--- config.mk ---
export PLATFORM = sky130hd
export DESIGN_NAME = fifo_queue_with_search_unit
export DESIGN_NICKNAME = d
export VERILOG_FILES = /design/src/fqs_pkg.sv /design/src/fqs_ram.sv /design/src/fqs_ctrl.sv /design/src/fqs_dpath.sv /design/src/fifo_queue_with_search_unit.sv
export SDC_FILE = /design/constraint.sdc
export NUM_CORES = 1
export LEC_CHECK = 0
export ABC_AREA = 1
export BUFFER_PORTS_ARGS = -buffer_cell sky130_fd_sc_hd__buf_4
export CAP_MARGIN = 20
export CORE_ASPECT_RATIO = 1.25
export CORE_MARGIN = 2
export CORE_UTILIZATION = 56
export CTS_BUF_LIST = sky130_fd_sc_hd__clkbuf_16
export DETAILED_ROUTE_END_ITERATION = 7
export PLACE_DENSITY = 0.73
export SLEW_MARGIN = 0
export SYNTH_ARGS = -nofsm -noshare
export SYNTH_HDL_FRONTEND = slang
export SYNTH_SLANG_ARGS = --single-unit
--- constraint.sdc ---
create_clock -name i_clk -period 3.7 [get_ports i_clk]
set_input_delay 0.555 -clock i_clk [delete_from_list [all_inputs] [get_ports i_clk]]
set_output_delay 0.555 -clock i_clk [all_outputs]
set_load 0.005 [all_outputs]
--- src/fqs_pkg.sv ---
`timescale 1ns / 1ps

package fqs_pkg;

    localparam int DEPTH_DEF   = 16;
    localparam int WORD_W      = 32;
    localparam int CMD_W       = 2;
    localparam int STAT_W      = 2;
    localparam int POS_W       = 7;
    localparam int LEN_W       = 7;
    localparam int OUT_TDATA_W = 48;

    typedef enum logic [CMD_W-1:0] {
        CMD_ENQ    = 2'd0,
        CMD_DEQ    = 2'd1,
        CMD_SEARCH = 2'd2,
        CMD_QUERY  = 2'd3
    } t_cmd;

    typedef enum logic [STAT_W-1:0] {
        ST_OK      = 2'd0,
        ST_EMPTY   = 2'd1,
        ST_FULL    = 2'd2,
        ST_NOMATCH = 2'd3
    } t_status;

    typedef struct packed {
        logic accept;
        logic deq_load;
        logic scan_read;
        logic scan_cmp;
        logic fin_load;
    } t_ctl_cmd;

    typedef struct packed {
        logic empty;
        logic match;
        logic pend_valid;
        logic scan_last;
        logic out_free;
    } t_dp_stat;

endpackage

--- src/fqs_ram.sv ---
`timescale 1ns / 1ps

module fqs_ram #(
    parameter int WIDTH = 32,
    parameter int DEPTH = 16
) (
    input  logic                     i_clk,
    input  logic                     i_we,
    input  logic [$clog2(DEPTH)-1:0] i_waddr,
    input  logic [WIDTH-1:0]         i_wdata,
    input  logic                     i_re,
    input  logic [$clog2(DEPTH)-1:0] i_raddr,
    output logic [WIDTH-1:0]         o_rdata
);

    logic [WIDTH-1:0] r_mem [DEPTH];
    logic [WIDTH-1:0] r_rdata;

    always_ff @(posedge i_clk) begin
        if (i_we) begin
            r_mem[i_waddr] <= i_wdata;
        end
        if (i_re) begin
            r_rdata <= r_mem[i_raddr];
        end
    end

    assign o_rdata = r_rdata;

endmodule

--- src/fqs_ctrl.sv ---
`timescale 1ns / 1ps

module fqs_ctrl (
    input  logic              i_clk,
    input  logic              i_rst_n,
    input  logic              i_valid,
    input  fqs_pkg::t_cmd     i_cmd,
    output logic              o_ready,
    input  fqs_pkg::t_dp_stat i_stat,
    output fqs_pkg::t_ctl_cmd o_ctl
);

    typedef enum logic [4:0] {
        S_IDLE = 5'b00001,
        S_DEQ  = 5'b00010,
        S_RD   = 5'b00100,
        S_CMP  = 5'b01000,
        S_FIN  = 5'b10000
    } t_state;

    t_state r_state;
    t_state n_state;

    always_ff @(posedge i_clk) begin
        if (!i_rst_n) begin
            r_state <= S_IDLE;
        end else begin
            r_state <= n_state;
        end
    end

    assign o_ready = (r_state == S_IDLE) && i_stat.out_free;

    always_comb begin
        n_state = r_state;
        o_ctl   = '0;
        unique case (r_state)
            S_IDLE: begin
                o_ctl.accept = i_valid && o_ready;
                if (o_ctl.accept && !i_stat.empty) begin
                    if (i_cmd == fqs_pkg::CMD_DEQ) begin
                        n_state = S_DEQ;
                    end else if (i_cmd == fqs_pkg::CMD_SEARCH) begin
                        n_state = S_RD;
                    end
                end
            end
            S_DEQ: begin
                o_ctl.deq_load = i_stat.out_free;
                if (i_stat.out_free) begin
                    n_state = S_IDLE;
                end
            end
            S_RD: begin
                o_ctl.scan_read = 1'b1;
                n_state = S_CMP;
            end
            S_CMP: begin
                o_ctl.scan_cmp = !(i_stat.match && i_stat.pend_valid) || i_stat.out_free;
                if (o_ctl.scan_cmp) begin
                    n_state = i_stat.scan_last ? S_FIN : S_RD;
                end
            end
            S_FIN: begin
                o_ctl.fin_load = i_stat.out_free;
                if (i_stat.out_free) begin
                    n_state = S_IDLE;
                end
            end
            default: begin
                n_state = S_IDLE;
            end
        endcase
    end

endmodule

--- src/fqs_dpath.sv ---
`timescale 1ns / 1ps

module fqs_dpath #(
    parameter int DEPTH = fqs_pkg::DEPTH_DEF
) (
    input  logic                        i_clk,
    input  logic                        i_rst_n,
    input  fqs_pkg::t_cmd               i_cmd,
    input  logic [fqs_pkg::WORD_W-1:0]  i_value,
    input  fqs_pkg::t_ctl_cmd           i_ctl,
    output fqs_pkg::t_dp_stat           o_stat,
    output logic                        o_out_valid,
    input  logic                        i_out_ready,
    output fqs_pkg::t_status            o_out_status,
    output logic [fqs_pkg::WORD_W-1:0]  o_out_word,
    output logic [fqs_pkg::POS_W-1:0]   o_out_pos,
    output logic [fqs_pkg::LEN_W-1:0]   o_out_len,
    output logic                        o_out_empty,
    output logic                        o_out_last
);

    localparam int AW = $clog2(DEPTH);
    localparam int CW = $clog2(DEPTH + 1);

    logic [AW-1:0]               r_head, n_head;
    logic [AW-1:0]               r_tail, n_tail;
    logic [CW-1:0]               r_count, n_count;
    logic [AW-1:0]               r_scan_addr, n_scan_addr;
    logic [CW-1:0]               r_scan_i, n_scan_i;
    logic [fqs_pkg::WORD_W-1:0]  r_key;
    logic                        r_pend_v, n_pend_v;
    logic [fqs_pkg::POS_W-1:0]   r_pend_pos, n_pend_pos;

    logic                        r_out_valid;
    fqs_pkg::t_status            r_out_status;
    logic [fqs_pkg::WORD_W-1:0]  r_out_word;
    logic [fqs_pkg::POS_W-1:0]   r_out_pos;
    logic [fqs_pkg::LEN_W-1:0]   r_out_len;
    logic                        r_out_last;

    logic                        emit;
    fqs_pkg::t_status            e_status;
    logic [fqs_pkg::WORD_W-1:0]  e_word;
    logic [fqs_pkg::POS_W-1:0]   e_pos;
    logic                        e_last;

    logic                        we, re;
    logic [AW-1:0]               raddr;
    logic [fqs_pkg::WORD_W-1:0]  rdata;
    logic                        full, empty, out_free;
    logic [CW-1:0]               scan_i_inc;

    function automatic logic [AW-1:0] next_slot(input logic [AW-1:0] a);
        return (a == AW'(DEPTH - 1)) ? '0 : a + 1'b1;
    endfunction

    fqs_ram #(
        .WIDTH (fqs_pkg::WORD_W),
        .DEPTH (DEPTH)
    ) u_ram (
        .i_clk   (i_clk),
        .i_we    (we),
        .i_waddr (r_tail),
        .i_wdata (i_value),
        .i_re    (re),
        .i_raddr (raddr),
        .o_rdata (rdata)
    );

    assign full       = (r_count == CW'(DEPTH));
    assign empty      = (r_count == '0);
    assign out_free   = !r_out_valid || i_out_ready;
    assign scan_i_inc = r_scan_i + 1'b1;

    assign o_stat.empty      = empty;
    assign o_stat.match      = (rdata == r_key);
    assign o_stat.pend_valid = r_pend_v;
    assign o_stat.scan_last  = (scan_i_inc == r_count);
    assign o_stat.out_free   = out_free;

    always_comb begin
        n_head      = r_head;
        n_tail      = r_tail;
        n_count     = r_count;
        n_scan_addr = r_scan_addr;
        n_scan_i    = r_scan_i;
        n_pend_v    = r_pend_v;
        n_pend_pos  = r_pend_pos;
        we          = 1'b0;
        re          = 1'b0;
        raddr       = r_scan_addr;
        emit        = 1'b0;
        e_status    = fqs_pkg::ST_OK;
        e_word      = '0;
        e_pos       = '0;
        e_last      = 1'b1;

        if (i_ctl.accept) begin
            n_scan_addr = r_head;
            n_scan_i    = '0;
            n_pend_v    = 1'b0;
            unique case (i_cmd)
                fqs_pkg::CMD_ENQ: begin
                    emit = 1'b1;
                    if (full) begin
                        e_status = fqs_pkg::ST_FULL;
                    end else begin
                        we      = 1'b1;
                        n_tail  = next_slot(r_tail);
                        n_count = r_count + 1'b1;
                    end
                end
                fqs_pkg::CMD_DEQ: begin
                    if (empty) begin
                        emit     = 1'b1;
                        e_status = fqs_pkg::ST_EMPTY;
                    end else begin
                        re    = 1'b1;
                        raddr = r_head;
                    end
                end
                fqs_pkg::CMD_SEARCH: begin
                    if (empty) begin
                        emit     = 1'b1;
                        e_status = fqs_pkg::ST_NOMATCH;
                    end
                end
                fqs_pkg::CMD_QUERY: begin
                    emit = 1'b1;
                end
                default: begin
                    emit = 1'b0;
                end
            endcase
        end

        if (i_ctl.deq_load) begin
            emit    = 1'b1;
            e_word  = rdata;
            n_head  = next_slot(r_head);
            n_count = r_count - 1'b1;
        end

        if (i_ctl.scan_read) begin
            re = 1'b1;
        end

        if (i_ctl.scan_cmp) begin
            if (o_stat.match) begin
                if (r_pend_v) begin
                    emit   = 1'b1;
                    e_word = r_key;
                    e_pos  = r_pend_pos;
                    e_last = 1'b0;
                end
                n_pend_v   = 1'b1;
                n_pend_pos = fqs_pkg::POS_W'(scan_i_inc);
            end
            n_scan_i    = scan_i_inc;
            n_scan_addr = next_slot(r_scan_addr);
        end

        if (i_ctl.fin_load) begin
            emit = 1'b1;
            if (r_pend_v) begin
                e_word = r_key;
                e_pos  = r_pend_pos;
            end else begin
                e_status = fqs_pkg::ST_NOMATCH;
            end
        end
    end

    always_ff @(posedge i_clk) begin
        if (!i_rst_n) begin
            r_head      <= '0;
            r_tail      <= '0;
            r_count     <= '0;
            r_pend_v    <= 1'b0;
            r_out_valid <= 1'b0;
        end else begin
            r_head   <= n_head;
            r_tail   <= n_tail;
            r_count  <= n_count;
            r_pend_v <= n_pend_v;
            if (emit) begin
                r_out_valid <= 1'b1;
            end else if (i_out_ready) begin
                r_out_valid <= 1'b0;
            end
        end
    end

    always_ff @(posedge i_clk) begin
        r_scan_addr <= n_scan_addr;
        r_scan_i    <= n_scan_i;
        r_pend_pos  <= n_pend_pos;
        if (i_ctl.accept) begin
            r_key <= i_value;
        end
        if (emit) begin
            r_out_status <= e_status;
            r_out_word   <= e_word;
            r_out_pos    <= e_pos;
            r_out_len    <= fqs_pkg::LEN_W'(n_count);
            r_out_last   <= e_last;
        end
    end

    assign o_out_valid  = r_out_valid;
    assign o_out_status = r_out_status;
    assign o_out_word   = r_out_word;
    assign o_out_pos    = r_out_pos;
    assign o_out_len    = r_out_len;
    assign o_out_empty  = (r_out_len == '0);
    assign o_out_last   = r_out_last;

endmodule

--- src/fifo_queue_with_search_unit.sv ---
`timescale 1ns / 1ps
// bounded fifo of signed 32-bit words with enqueue, dequeue, search and query
// input channel s_axis: tuser carries the command, tdata the word or search key
// output channel m_axis: tuser carries the status, tlast marks the final result
// of a command, tdata carries word_out, position, length and is_empty
// enqueue, query and every error result but a search miss on a non-empty queue
// are loaded into the output register straight from the command transaction; a
// dequeue first passes through the registered read of the entry memory
// a search reads the stored entries one at a time through the single read port
// of the memory, with a read state and a compare state per entry, then a final
// state for the final result; one result per match, with the last one marked
// one command is worked on at a time; the next command is taken once the
// controller is idle and the output register is empty or being drained
// if the receiver stalls, the output register holds its result and a search
// pauses until the pending match can be handed over
// reset empties the queue; the entry memory keeps its contents but is only read
// at occupied slots
module fifo_queue_with_search_unit #(
    parameter int DEPTH = fqs_pkg::DEPTH_DEF
) (
    input  logic                            i_clk,
    input  logic                            i_rst_n,
    input  logic                            s_axis_tvalid,
    output logic                            s_axis_tready,
    input  logic [fqs_pkg::WORD_W-1:0]      s_axis_tdata,   // value[31:0]
    input  logic [fqs_pkg::CMD_W-1:0]       s_axis_tuser,   // cmd[1:0]
    output logic                            m_axis_tvalid,
    input  logic                            m_axis_tready,
    // word_out[31:0], position[38:32], length[45:39], is_empty[46], zero[47]
    output logic [fqs_pkg::OUT_TDATA_W-1:0] m_axis_tdata,
    output logic [fqs_pkg::STAT_W-1:0]      m_axis_tuser,   // status[1:0]
    output logic                            m_axis_tlast
);

    fqs_pkg::t_ctl_cmd          ctl;
    fqs_pkg::t_dp_stat          stat;
    fqs_pkg::t_status           out_status;
    logic [fqs_pkg::WORD_W-1:0] out_word;
    logic [fqs_pkg::POS_W-1:0]  out_pos;
    logic [fqs_pkg::LEN_W-1:0]  out_len;
    logic                       out_empty;
    fqs_pkg::t_cmd              in_cmd;

    assign in_cmd = fqs_pkg::t_cmd'(s_axis_tuser);

    fqs_ctrl u_ctrl (
        .i_clk   (i_clk),
        .i_rst_n (i_rst_n),
        .i_valid (s_axis_tvalid),
        .i_cmd   (in_cmd),
        .o_ready (s_axis_tready),
        .i_stat  (stat),
        .o_ctl   (ctl)
    );

    fqs_dpath #(
        .DEPTH (DEPTH)
    ) u_dpath (
        .i_clk        (i_clk),
        .i_rst_n      (i_rst_n),
        .i_cmd        (in_cmd),
        .i_value      (s_axis_tdata),
        .i_ctl        (ctl),
        .o_stat       (stat),
        .o_out_valid  (m_axis_tvalid),
        .i_out_ready  (m_axis_tready),
        .o_out_status (out_status),
        .o_out_word   (out_word),
        .o_out_pos    (out_pos),
        .o_out_len    (out_len),
        .o_out_empty  (out_empty),
        .o_out_last   (m_axis_tlast)
    );

    assign m_axis_tdata = {1'b0, out_empty, out_len, out_pos, out_word};
    assign m_axis_tuser = out_status;

endmodule

Word level (Yosys, flattened, before mapping)
Memories as Yosys holds them, arrays and structs flattened. A register that Yosys moved wholly into a read port is not among the register bits.
Index checks and enable logic that the tools add are counted.

cells by class
  $add $sub $neg = 6
  eq/ne operators = 18
  multiplexer cells = 67
  bitwise operators = 1
  reductions and logical operators = 20

operators by type and width
  kind                                                  count
  two-way mux 32 bit                                    6
  two-way mux 5 bit                                     13
  equality test 32 bit                                  1
  two-way mux 4 bit                                     8
  two-way mux 1 bit                                     28
  two-way mux 7 bit                                     4
  one-hot mux 5 bit (4 select lines)                    1
  adder 4 x 1 -> 4 bit (second input constant)          3
  equality test 4 bit (second input constant)           3
  adder 5 x 1 -> 5 bit (second input constant)          2
  equality test 5 bit (second input constant)           2
  two-way mux 2 bit                                     5
  zero test 7 bit                                       1
  one-hot mux 2 bit (3 select lines)                    1
  OR reduction 2 bit                                    3
  equality test 5 x 1 -> 1 bit (second input constant)  1
  equality test 5 x 2 -> 1 bit (second input constant)  1
  equality test 5 x 3 -> 1 bit (second input constant)  1
  equality test 5 x 4 -> 1 bit (second input constant)  1
  equality test 5 bit                                   1
  zero test 5 bit                                       1
  subtractor 5 x 1 -> 5 bit (second input constant)     1
  equality test 2 bit (second input constant)           2
  logical AND 1 bit                                     4
  13 further kinds                                      18

word-level totals
  bits in registers = 113
  RAM bits = 512
  input port bits = 38
  output and inout port bits = 53
  logic and storage cells = 128
  memories kept = 1

memories
  name                 words  bits a word  rd ports  clocked after Yosys merged registers in  write ports  RTL line       text
  u_dpath.u_ram.r_mem  16     32           1         1                                        1            fqs_ram.sv:16  logic [WIDTH-1:0] r_mem [DEPTH];

Depth between registers and ports, before layout
  word-level depth = 12
  depth in mapped cells = 15
  depth with buffers taken out = 14

Hierarchy
From an unflattened synthesis, not the netlist that was laid out.

unflattened totals
  cells, all modules = 2966
  area total of the unflattened synthesis = 29773.6 µm²

modules (own cells, without submodules)
  module                       instances  cells an instance  area an instance (µm²)  sequential area each (µm²)
  fqs_ram                      1          2120               23050.9                 16335.7
  fqs_dpath                    1          779                6311.1                  3032.9
  fqs_ctrl                     1          64                 392.9                   100.1
  fifo_queue_with_search_unit  1          3                  18.8                    0.0

Worst setup path after synthesis
No wires, ideal clock.

  path kind = input -> register
  start = input m_axis_tready
  end = memory u_dpath.u_ram.r_mem[7][0], enable pin
  arrival time = 3.465 ns
  setup slack = -0.226 ns
  stages on the path = 6
  buffers on the path = 0
  path through = nor2_2 -> nor2_4 -> nand2_1 -> nor2_1 -> nand2_1 -> nor3_1

between the ends
  cells in the longest elaborated chain, start to end = 7

ends and longest elaborated chain
  what                                     RTL line                           text
  from (decl)                              fifo_queue_with_search_unit.sv:28  input logic m_axis_tready,
  logical OR 1 bit                         fqs_dpath.sv:72                    assign out_free = !r_out_valid || i_out_ready;
  logical AND 1 bit                        fqs_ctrl.sv:32                     assign o_ready = (r_state == S_IDLE) && i_stat.out_free;
  via s_axis_tready                        fifo_queue_with_search_unit.sv:24  output logic s_axis_tready,
  logical AND 1 bit                        fqs_ctrl.sv:39                     o_ctl.accept = i_valid && o_ready;
  two-way mux 1 bit                        fqs_ctrl.sv:37                     unique case (r_state)
  two-way mux 1 bit                        fqs_dpath.sv:98                    if (i_ctl.accept) begin
  two-way mux 1 bit                        fqs_ram.sv:20                      if (i_we) begin
  two-way mux 1 bit (implied by the code)  fqs_ram.sv:21                      r_mem[i_waddr] <= i_wdata;
  to (decl)                                fqs_ram.sv:16

The timed path passes the listed nets, and every way through them passes these cells.

Worst setup path in the final report
  start = register u_dpath.u_ram.r_rdata[17] (netlist: u_dpath.u_ram.o_rdata[17]), read port of u_dpath.u_ram.r_mem
  end = register u_dpath.r_out_word (netlist bit u_dpath.o_out_word[12]), enable pin

between the ends
  cells in the longest elaborated chain, start to end = 7
  elaborated cells between the ends (all ways) = 8

ends and longest elaborated chain
  what                    RTL line          text
  from (decl)             fqs_ram.sv:17     logic [WIDTH-1:0] r_rdata;
  equality test 32 bit *  fqs_dpath.sv:76   assign o_stat.match = (rdata == r_key);
  logical AND 1 bit       fqs_ctrl.sv:59    o_ctl.scan_cmp = !(i_stat.match && i_stat.pend_valid) || i_stat.out_free;
  zero test 1 bit         fqs_ctrl.sv:59
  logical OR 1 bit        fqs_ctrl.sv:59
  two-way mux 1 bit       fqs_ctrl.sv:37
  two-way mux 1 bit *     fqs_dpath.sv:148  if (i_ctl.scan_cmp) begin
  two-way mux 1 bit *     fqs_dpath.sv:163  if (i_ctl.fin_load) begin
  via u_dpath.emit        fqs_dpath.sv:41   logic emit;
  to (signal assigned)    fqs_dpath.sv:203  r_out_word <= e_word;
  to (decl)               fqs_dpath.sv:36   logic [fqs_pkg::WORD_W-1:0] r_out_word;

Mark *: on every way through the listed nets, which the timed path passes. The rest lies on a longest branch.
A chain may end at the register's enable or synchronous reset.

==> load_flow_metrics.sql <==
INSERT INTO impl_metrics (metric_group, metric, value, unit) VALUES
('layout', 'most-common-layout-cells', 'nand2_1, edfxtp_1, inv_1', ''),
('timing', 'unrepaired_setup_endpoints_after_global_routing', 'no', ''),
('clocking', 'tritoncts.num_buffers', '66', ''),
('timing', 'timing_worst_slew_pin_value', '0.917', 'ns'),
('clocking', 'clk_transition_reported_paths', '0.06', 'ns'),
('timing', 'finClkSkew', '0.0276', 'ns'),
('global_routing', 'grt_pass1_vias', '19400', ''),
('place', 'port_buffers', '85', ''),
('detailed_routing', 'vias', '19800', ''),
('layout', 'layout.cells.most_common', 'nand2_1', ''),
('status', 'run_status', 'finished clean', ''),
('timing', 'fin_tns_setup', '0', 'ns'),
('floorplan', 'fp.coreArea', '0.0506', 'mm2'),
('worst_setup_path', 'setup.worst_path.start_class', 'flip-flop', ''),
('clocking', 'cts_tree', 'yes', ''),
('global_routing', 'grt_overflow_total', '0', ''),
('detailed_routing', 'wl', '72.1', 'mm'),
('logic_synthesis', 'postSynth.topFlopCell', 'edfxtp_1', ''),
('clocking', 'clk_path_buf_depth', '3', ''),
('floorplan', 'fp.dieW', '207', 'um'),
('place', 'routabilityCongestion', '0.906', ''),
('logic_synthesis', 'synth_seq_area_share', '67.6', '%'),
('global_routing', 'groute.usage.overall', '27.4', '%'),
('timing', 'finalCritPeriodShare', '91.6', '%'),
('logic_synthesis', 'ys_seq_elements', '655', ''),
('logic_synthesis', 'post_synth_instance_area', '0.0288', 'mm2'),
('power_and_ir_drop', 'static_leak', '14.1', 'nW'),
('layout', 'insertedDiodeCount', '0', ''),
('floorplan', 'ios', '91', ''),
('floorplan', 'std_cell_rows', '92', ''),
('timing', 'hold-worst-slack', '0.282', 'ns'),
('worst_setup_path', 'cp_max_fo', '31', ''),
('global_routing', 'grt_pass1_wl', '109', 'mm'),
('place', 'pre_cts_ws', '-0.0353', 'ns'),
('floorplan', 'initial_core_util', '56.9', '%'),
('detailed_routing', 'drt_iter0_drc', '2363', ''),
('floorplan', 'design.die.area', '0.0533', 'mm2'),
('clocking', 'tritoncts_num_sinks', '655', ''),
('run', 'cap_viol_max_count', '0', ''),
('power_and_ir_drop', 'pwr_density_cell', '644', 'mW/mm2'),
('global_routing', 'grt_start_max_net_pins', '117', ''),
('timing', 'max_clock_freq', '295', 'MHz'),
('logic_synthesis', 'syn_avg_cell_area', '10.4', 'um2'),
('layout', 'final_cell_count_no_fill', '3579', ''),
('timing', 'final_setup_violation_count', '0', ''),
('layout', 'proportion_of_layout_cells_with_a_drive_suffix_above_1', '9.52', '%'),
('logic_synthesis', 'synth_cells', '2774', ''),
('layout', 'area_growth', '12.9', '%'),
('worst_setup_path', 'critical_path_at', '3.66', 'ns'),
('place', 'post-place-cells', '3462', ''),
('detailed_routing', 'routedWlPerCell', '20.2', 'um'),
('detailed_routing', 'drt_first_pass_iters', '6', ''),
('clocking', 'worst_skew_pair_latency', '0.60', 'ns'),
('power_and_ir_drop', 'ir_worst_vdd', '0.000395', 'V'),
('detailed_routing', 'drcViolationCount', '0', ''),
('global_routing', 'antenna_found_initial', '1', ''),
('worst_setup_path', 'worst_ep_required_time', '3.97', 'ns'),
('worst_hold_path', 'worst_hold_path_type', 'in2reg', ''),
('clocking', 'clockRootBuffer', 'clkbuf_16', ''),
('timing', 'final.min_clock_period', '3.39', 'ns'),
('timing', 'maxSlewHeadroom', '38.8', '%'),
('layout', 'fin_nets', '2924', ''),
('worst_setup_path', 'timing.critical_path.to_type', 'flip-flop', ''),
('timing', 'setup_slack', '0.311', 'ns'),
('clocking', 'h-tree-depth', '3', ''),
('timing', 'report.final.hold_viol_count', '0', ''),
('place', 'detailed_place_hpwl', '43.9', 'mm'),
('detailed_routing', 'drtAntennaViolNets', '0', ''),
('logic_synthesis', 'number_of_warnings_printed_during_yosys_synthesis', '0', ''),
('floorplan', 'die_height', '258', 'um'),
('logic_synthesis', 'synth-edff-count', '635', ''),
('logic_synthesis', 'yosys.cell_types.count', '36', ''),
('logic_synthesis', 'asyncSetResetFlopFracSynth', '0', '%'),
('timing', 'maxSlewViolCount', '0', ''),
('worst_setup_path', 'crit_type', 'reg2reg', ''),
('detailed_routing', 'vias_per_cell', '5.53', '');
[synthesized netlist by cell type, types with 2 or more instances]
master	n	area share [%]
nand3_2	4	0.14
nand2_1	666	8.7
nor4_1	2	0.043
buf_4	23	0.60
buf_1	3	0.039
nor3_1	6	0.10
nand3_1	531	9.2
o21ai_0	24	0.42
nor2_4	3	0.12
xnor2_1	3	0.091
nor2_1	83	1.1
buf_6	12	0.47
a21oi_1	15	0.26
xor2_1	23	0.70
inv_1	587	7.7
nand4_1	6	0.13
clkbuf_1	27	0.35
o21ai_1	3	0.052
inv_2	6	0.078
edfxtp_1	635	66
a21boi_0	5	0.13
ha_1	14	0.61
nor2_2	3	0.065
buf_2	56	0.97
nand2_2	3	0.065
o211ai_1	2	0.052
dfxtp_1	20	1.4
[final cells by class]
class,count,area [um2]
fillers,3822,18100
inverters,593,2230
clock buffers,69,1730
multi-input cells,1409,6630
clock inverters,48,225
flip-flops and latches,655,19500
repair buffers,147,1430
well taps,658,823
[worst max-delay path, stage by stage (launching register included)]
cell and delay [ns]:
edfxtp_1 0.53, xor2_1 0.20, nor2_1 0.28, nand2_1 0.09, nor2_1 0.40, nand2_1 0.13
nor2_2 0.33, nand4_1 0.38, nand2_4 0.40, buf_12 0.26
[routing by layer]
layer / part of all wire [%] / vias to the layer above / routed length (um) / track usage, %
met3: 8.7 / 169 / 6240 / 3.89
met1: 38 / 9467 / 27600 / 36.4
li1: - / 9162 / - / -
met5: 0 / - / 0 / 0
met2: 49 / 1000 / 35600 / 45.3
met4: 3.8 / 0 / 2720 / 12.0
[kinds of logic after synthesis]
kind of cell | count (synthesis) | synth area share [%]
fa+ha+maj | 14 | 0.608
simple gates | 1310 | 19.8
xor+xnor | 26 | 0.791
compound gates | 54 | 1.04
other cells | 1 | 0.0130
buf+inv | 714 | 10.2
flops | 655 | 67.6
[final timing paths]
check | slack [ns] | from | endpoint | depth (start not counted)
worst max register to register | 0.31 | u_dpath.u_ram.o_rdata[17] | u_dpath.o_out_word[12] | 9
worst min register to register | 0.56 | u_dpath.r_tail[0] | u_dpath.r_tail[0] | 2
worst max-delay path | 0.31 | u_dpath.u_ram.o_rdata[17] | u_dpath.o_out_word[12] | 9
worst min-delay path | 0.28 | s_axis_tdata[31] | u_dpath.u_ram.r_mem[15][31] | 1
[where the power goes]
group          internal, mW  switching (mW)
Clock                  3.37            2.73
Sequential             8.86           0.269
Combinational          1.85            3.87
[flip-flops by register name (all words and copies together), names as in the netlist]
register / flops
u_dpath.u_ram.r_mem: 512
u_dpath.o_out_word: 32
u_dpath.r_key: 32
u_dpath.u_ram.o_rdata: 32
u_ctrl.r_state: 5
u_dpath.o_out_len: 5
u_dpath.o_out_pos: 5
u_dpath.r_count: 5
u_dpath.r_pend_pos: 5
u_dpath.r_scan_i: 5
u_dpath.r_head: 4
u_dpath.r_scan_addr: 4
u_dpath.r_tail: 4
u_dpath.o_out_status: 2
u_dpath.o_out_last: 1
u_dpath.o_out_valid: 1
u_dpath.r_pend_v: 1
[through the flow]
step | instance area (um2) | total power, mW | utilization (%)
global placement | 30600 | 14.8 | 60.3
finish | 32500 | 21.0 | 64.2
global route | 32500 | 21.8 | 64.2
floorplan | 28800 | 12.8 | -
detailed placement | 30600 | 14.9 | 60.3
CTS | 32500 | 21.0 | 64.2
[timing repair]
action,in CTS,in global routing
hold buffers,0,0
gates resized for setup,1,1
setup buffers,0,0
endpoints found under the hold margin,0,0
endpoints found under the setup margin,31,31
Note: power is estimated with default switching activity, not from simulation.
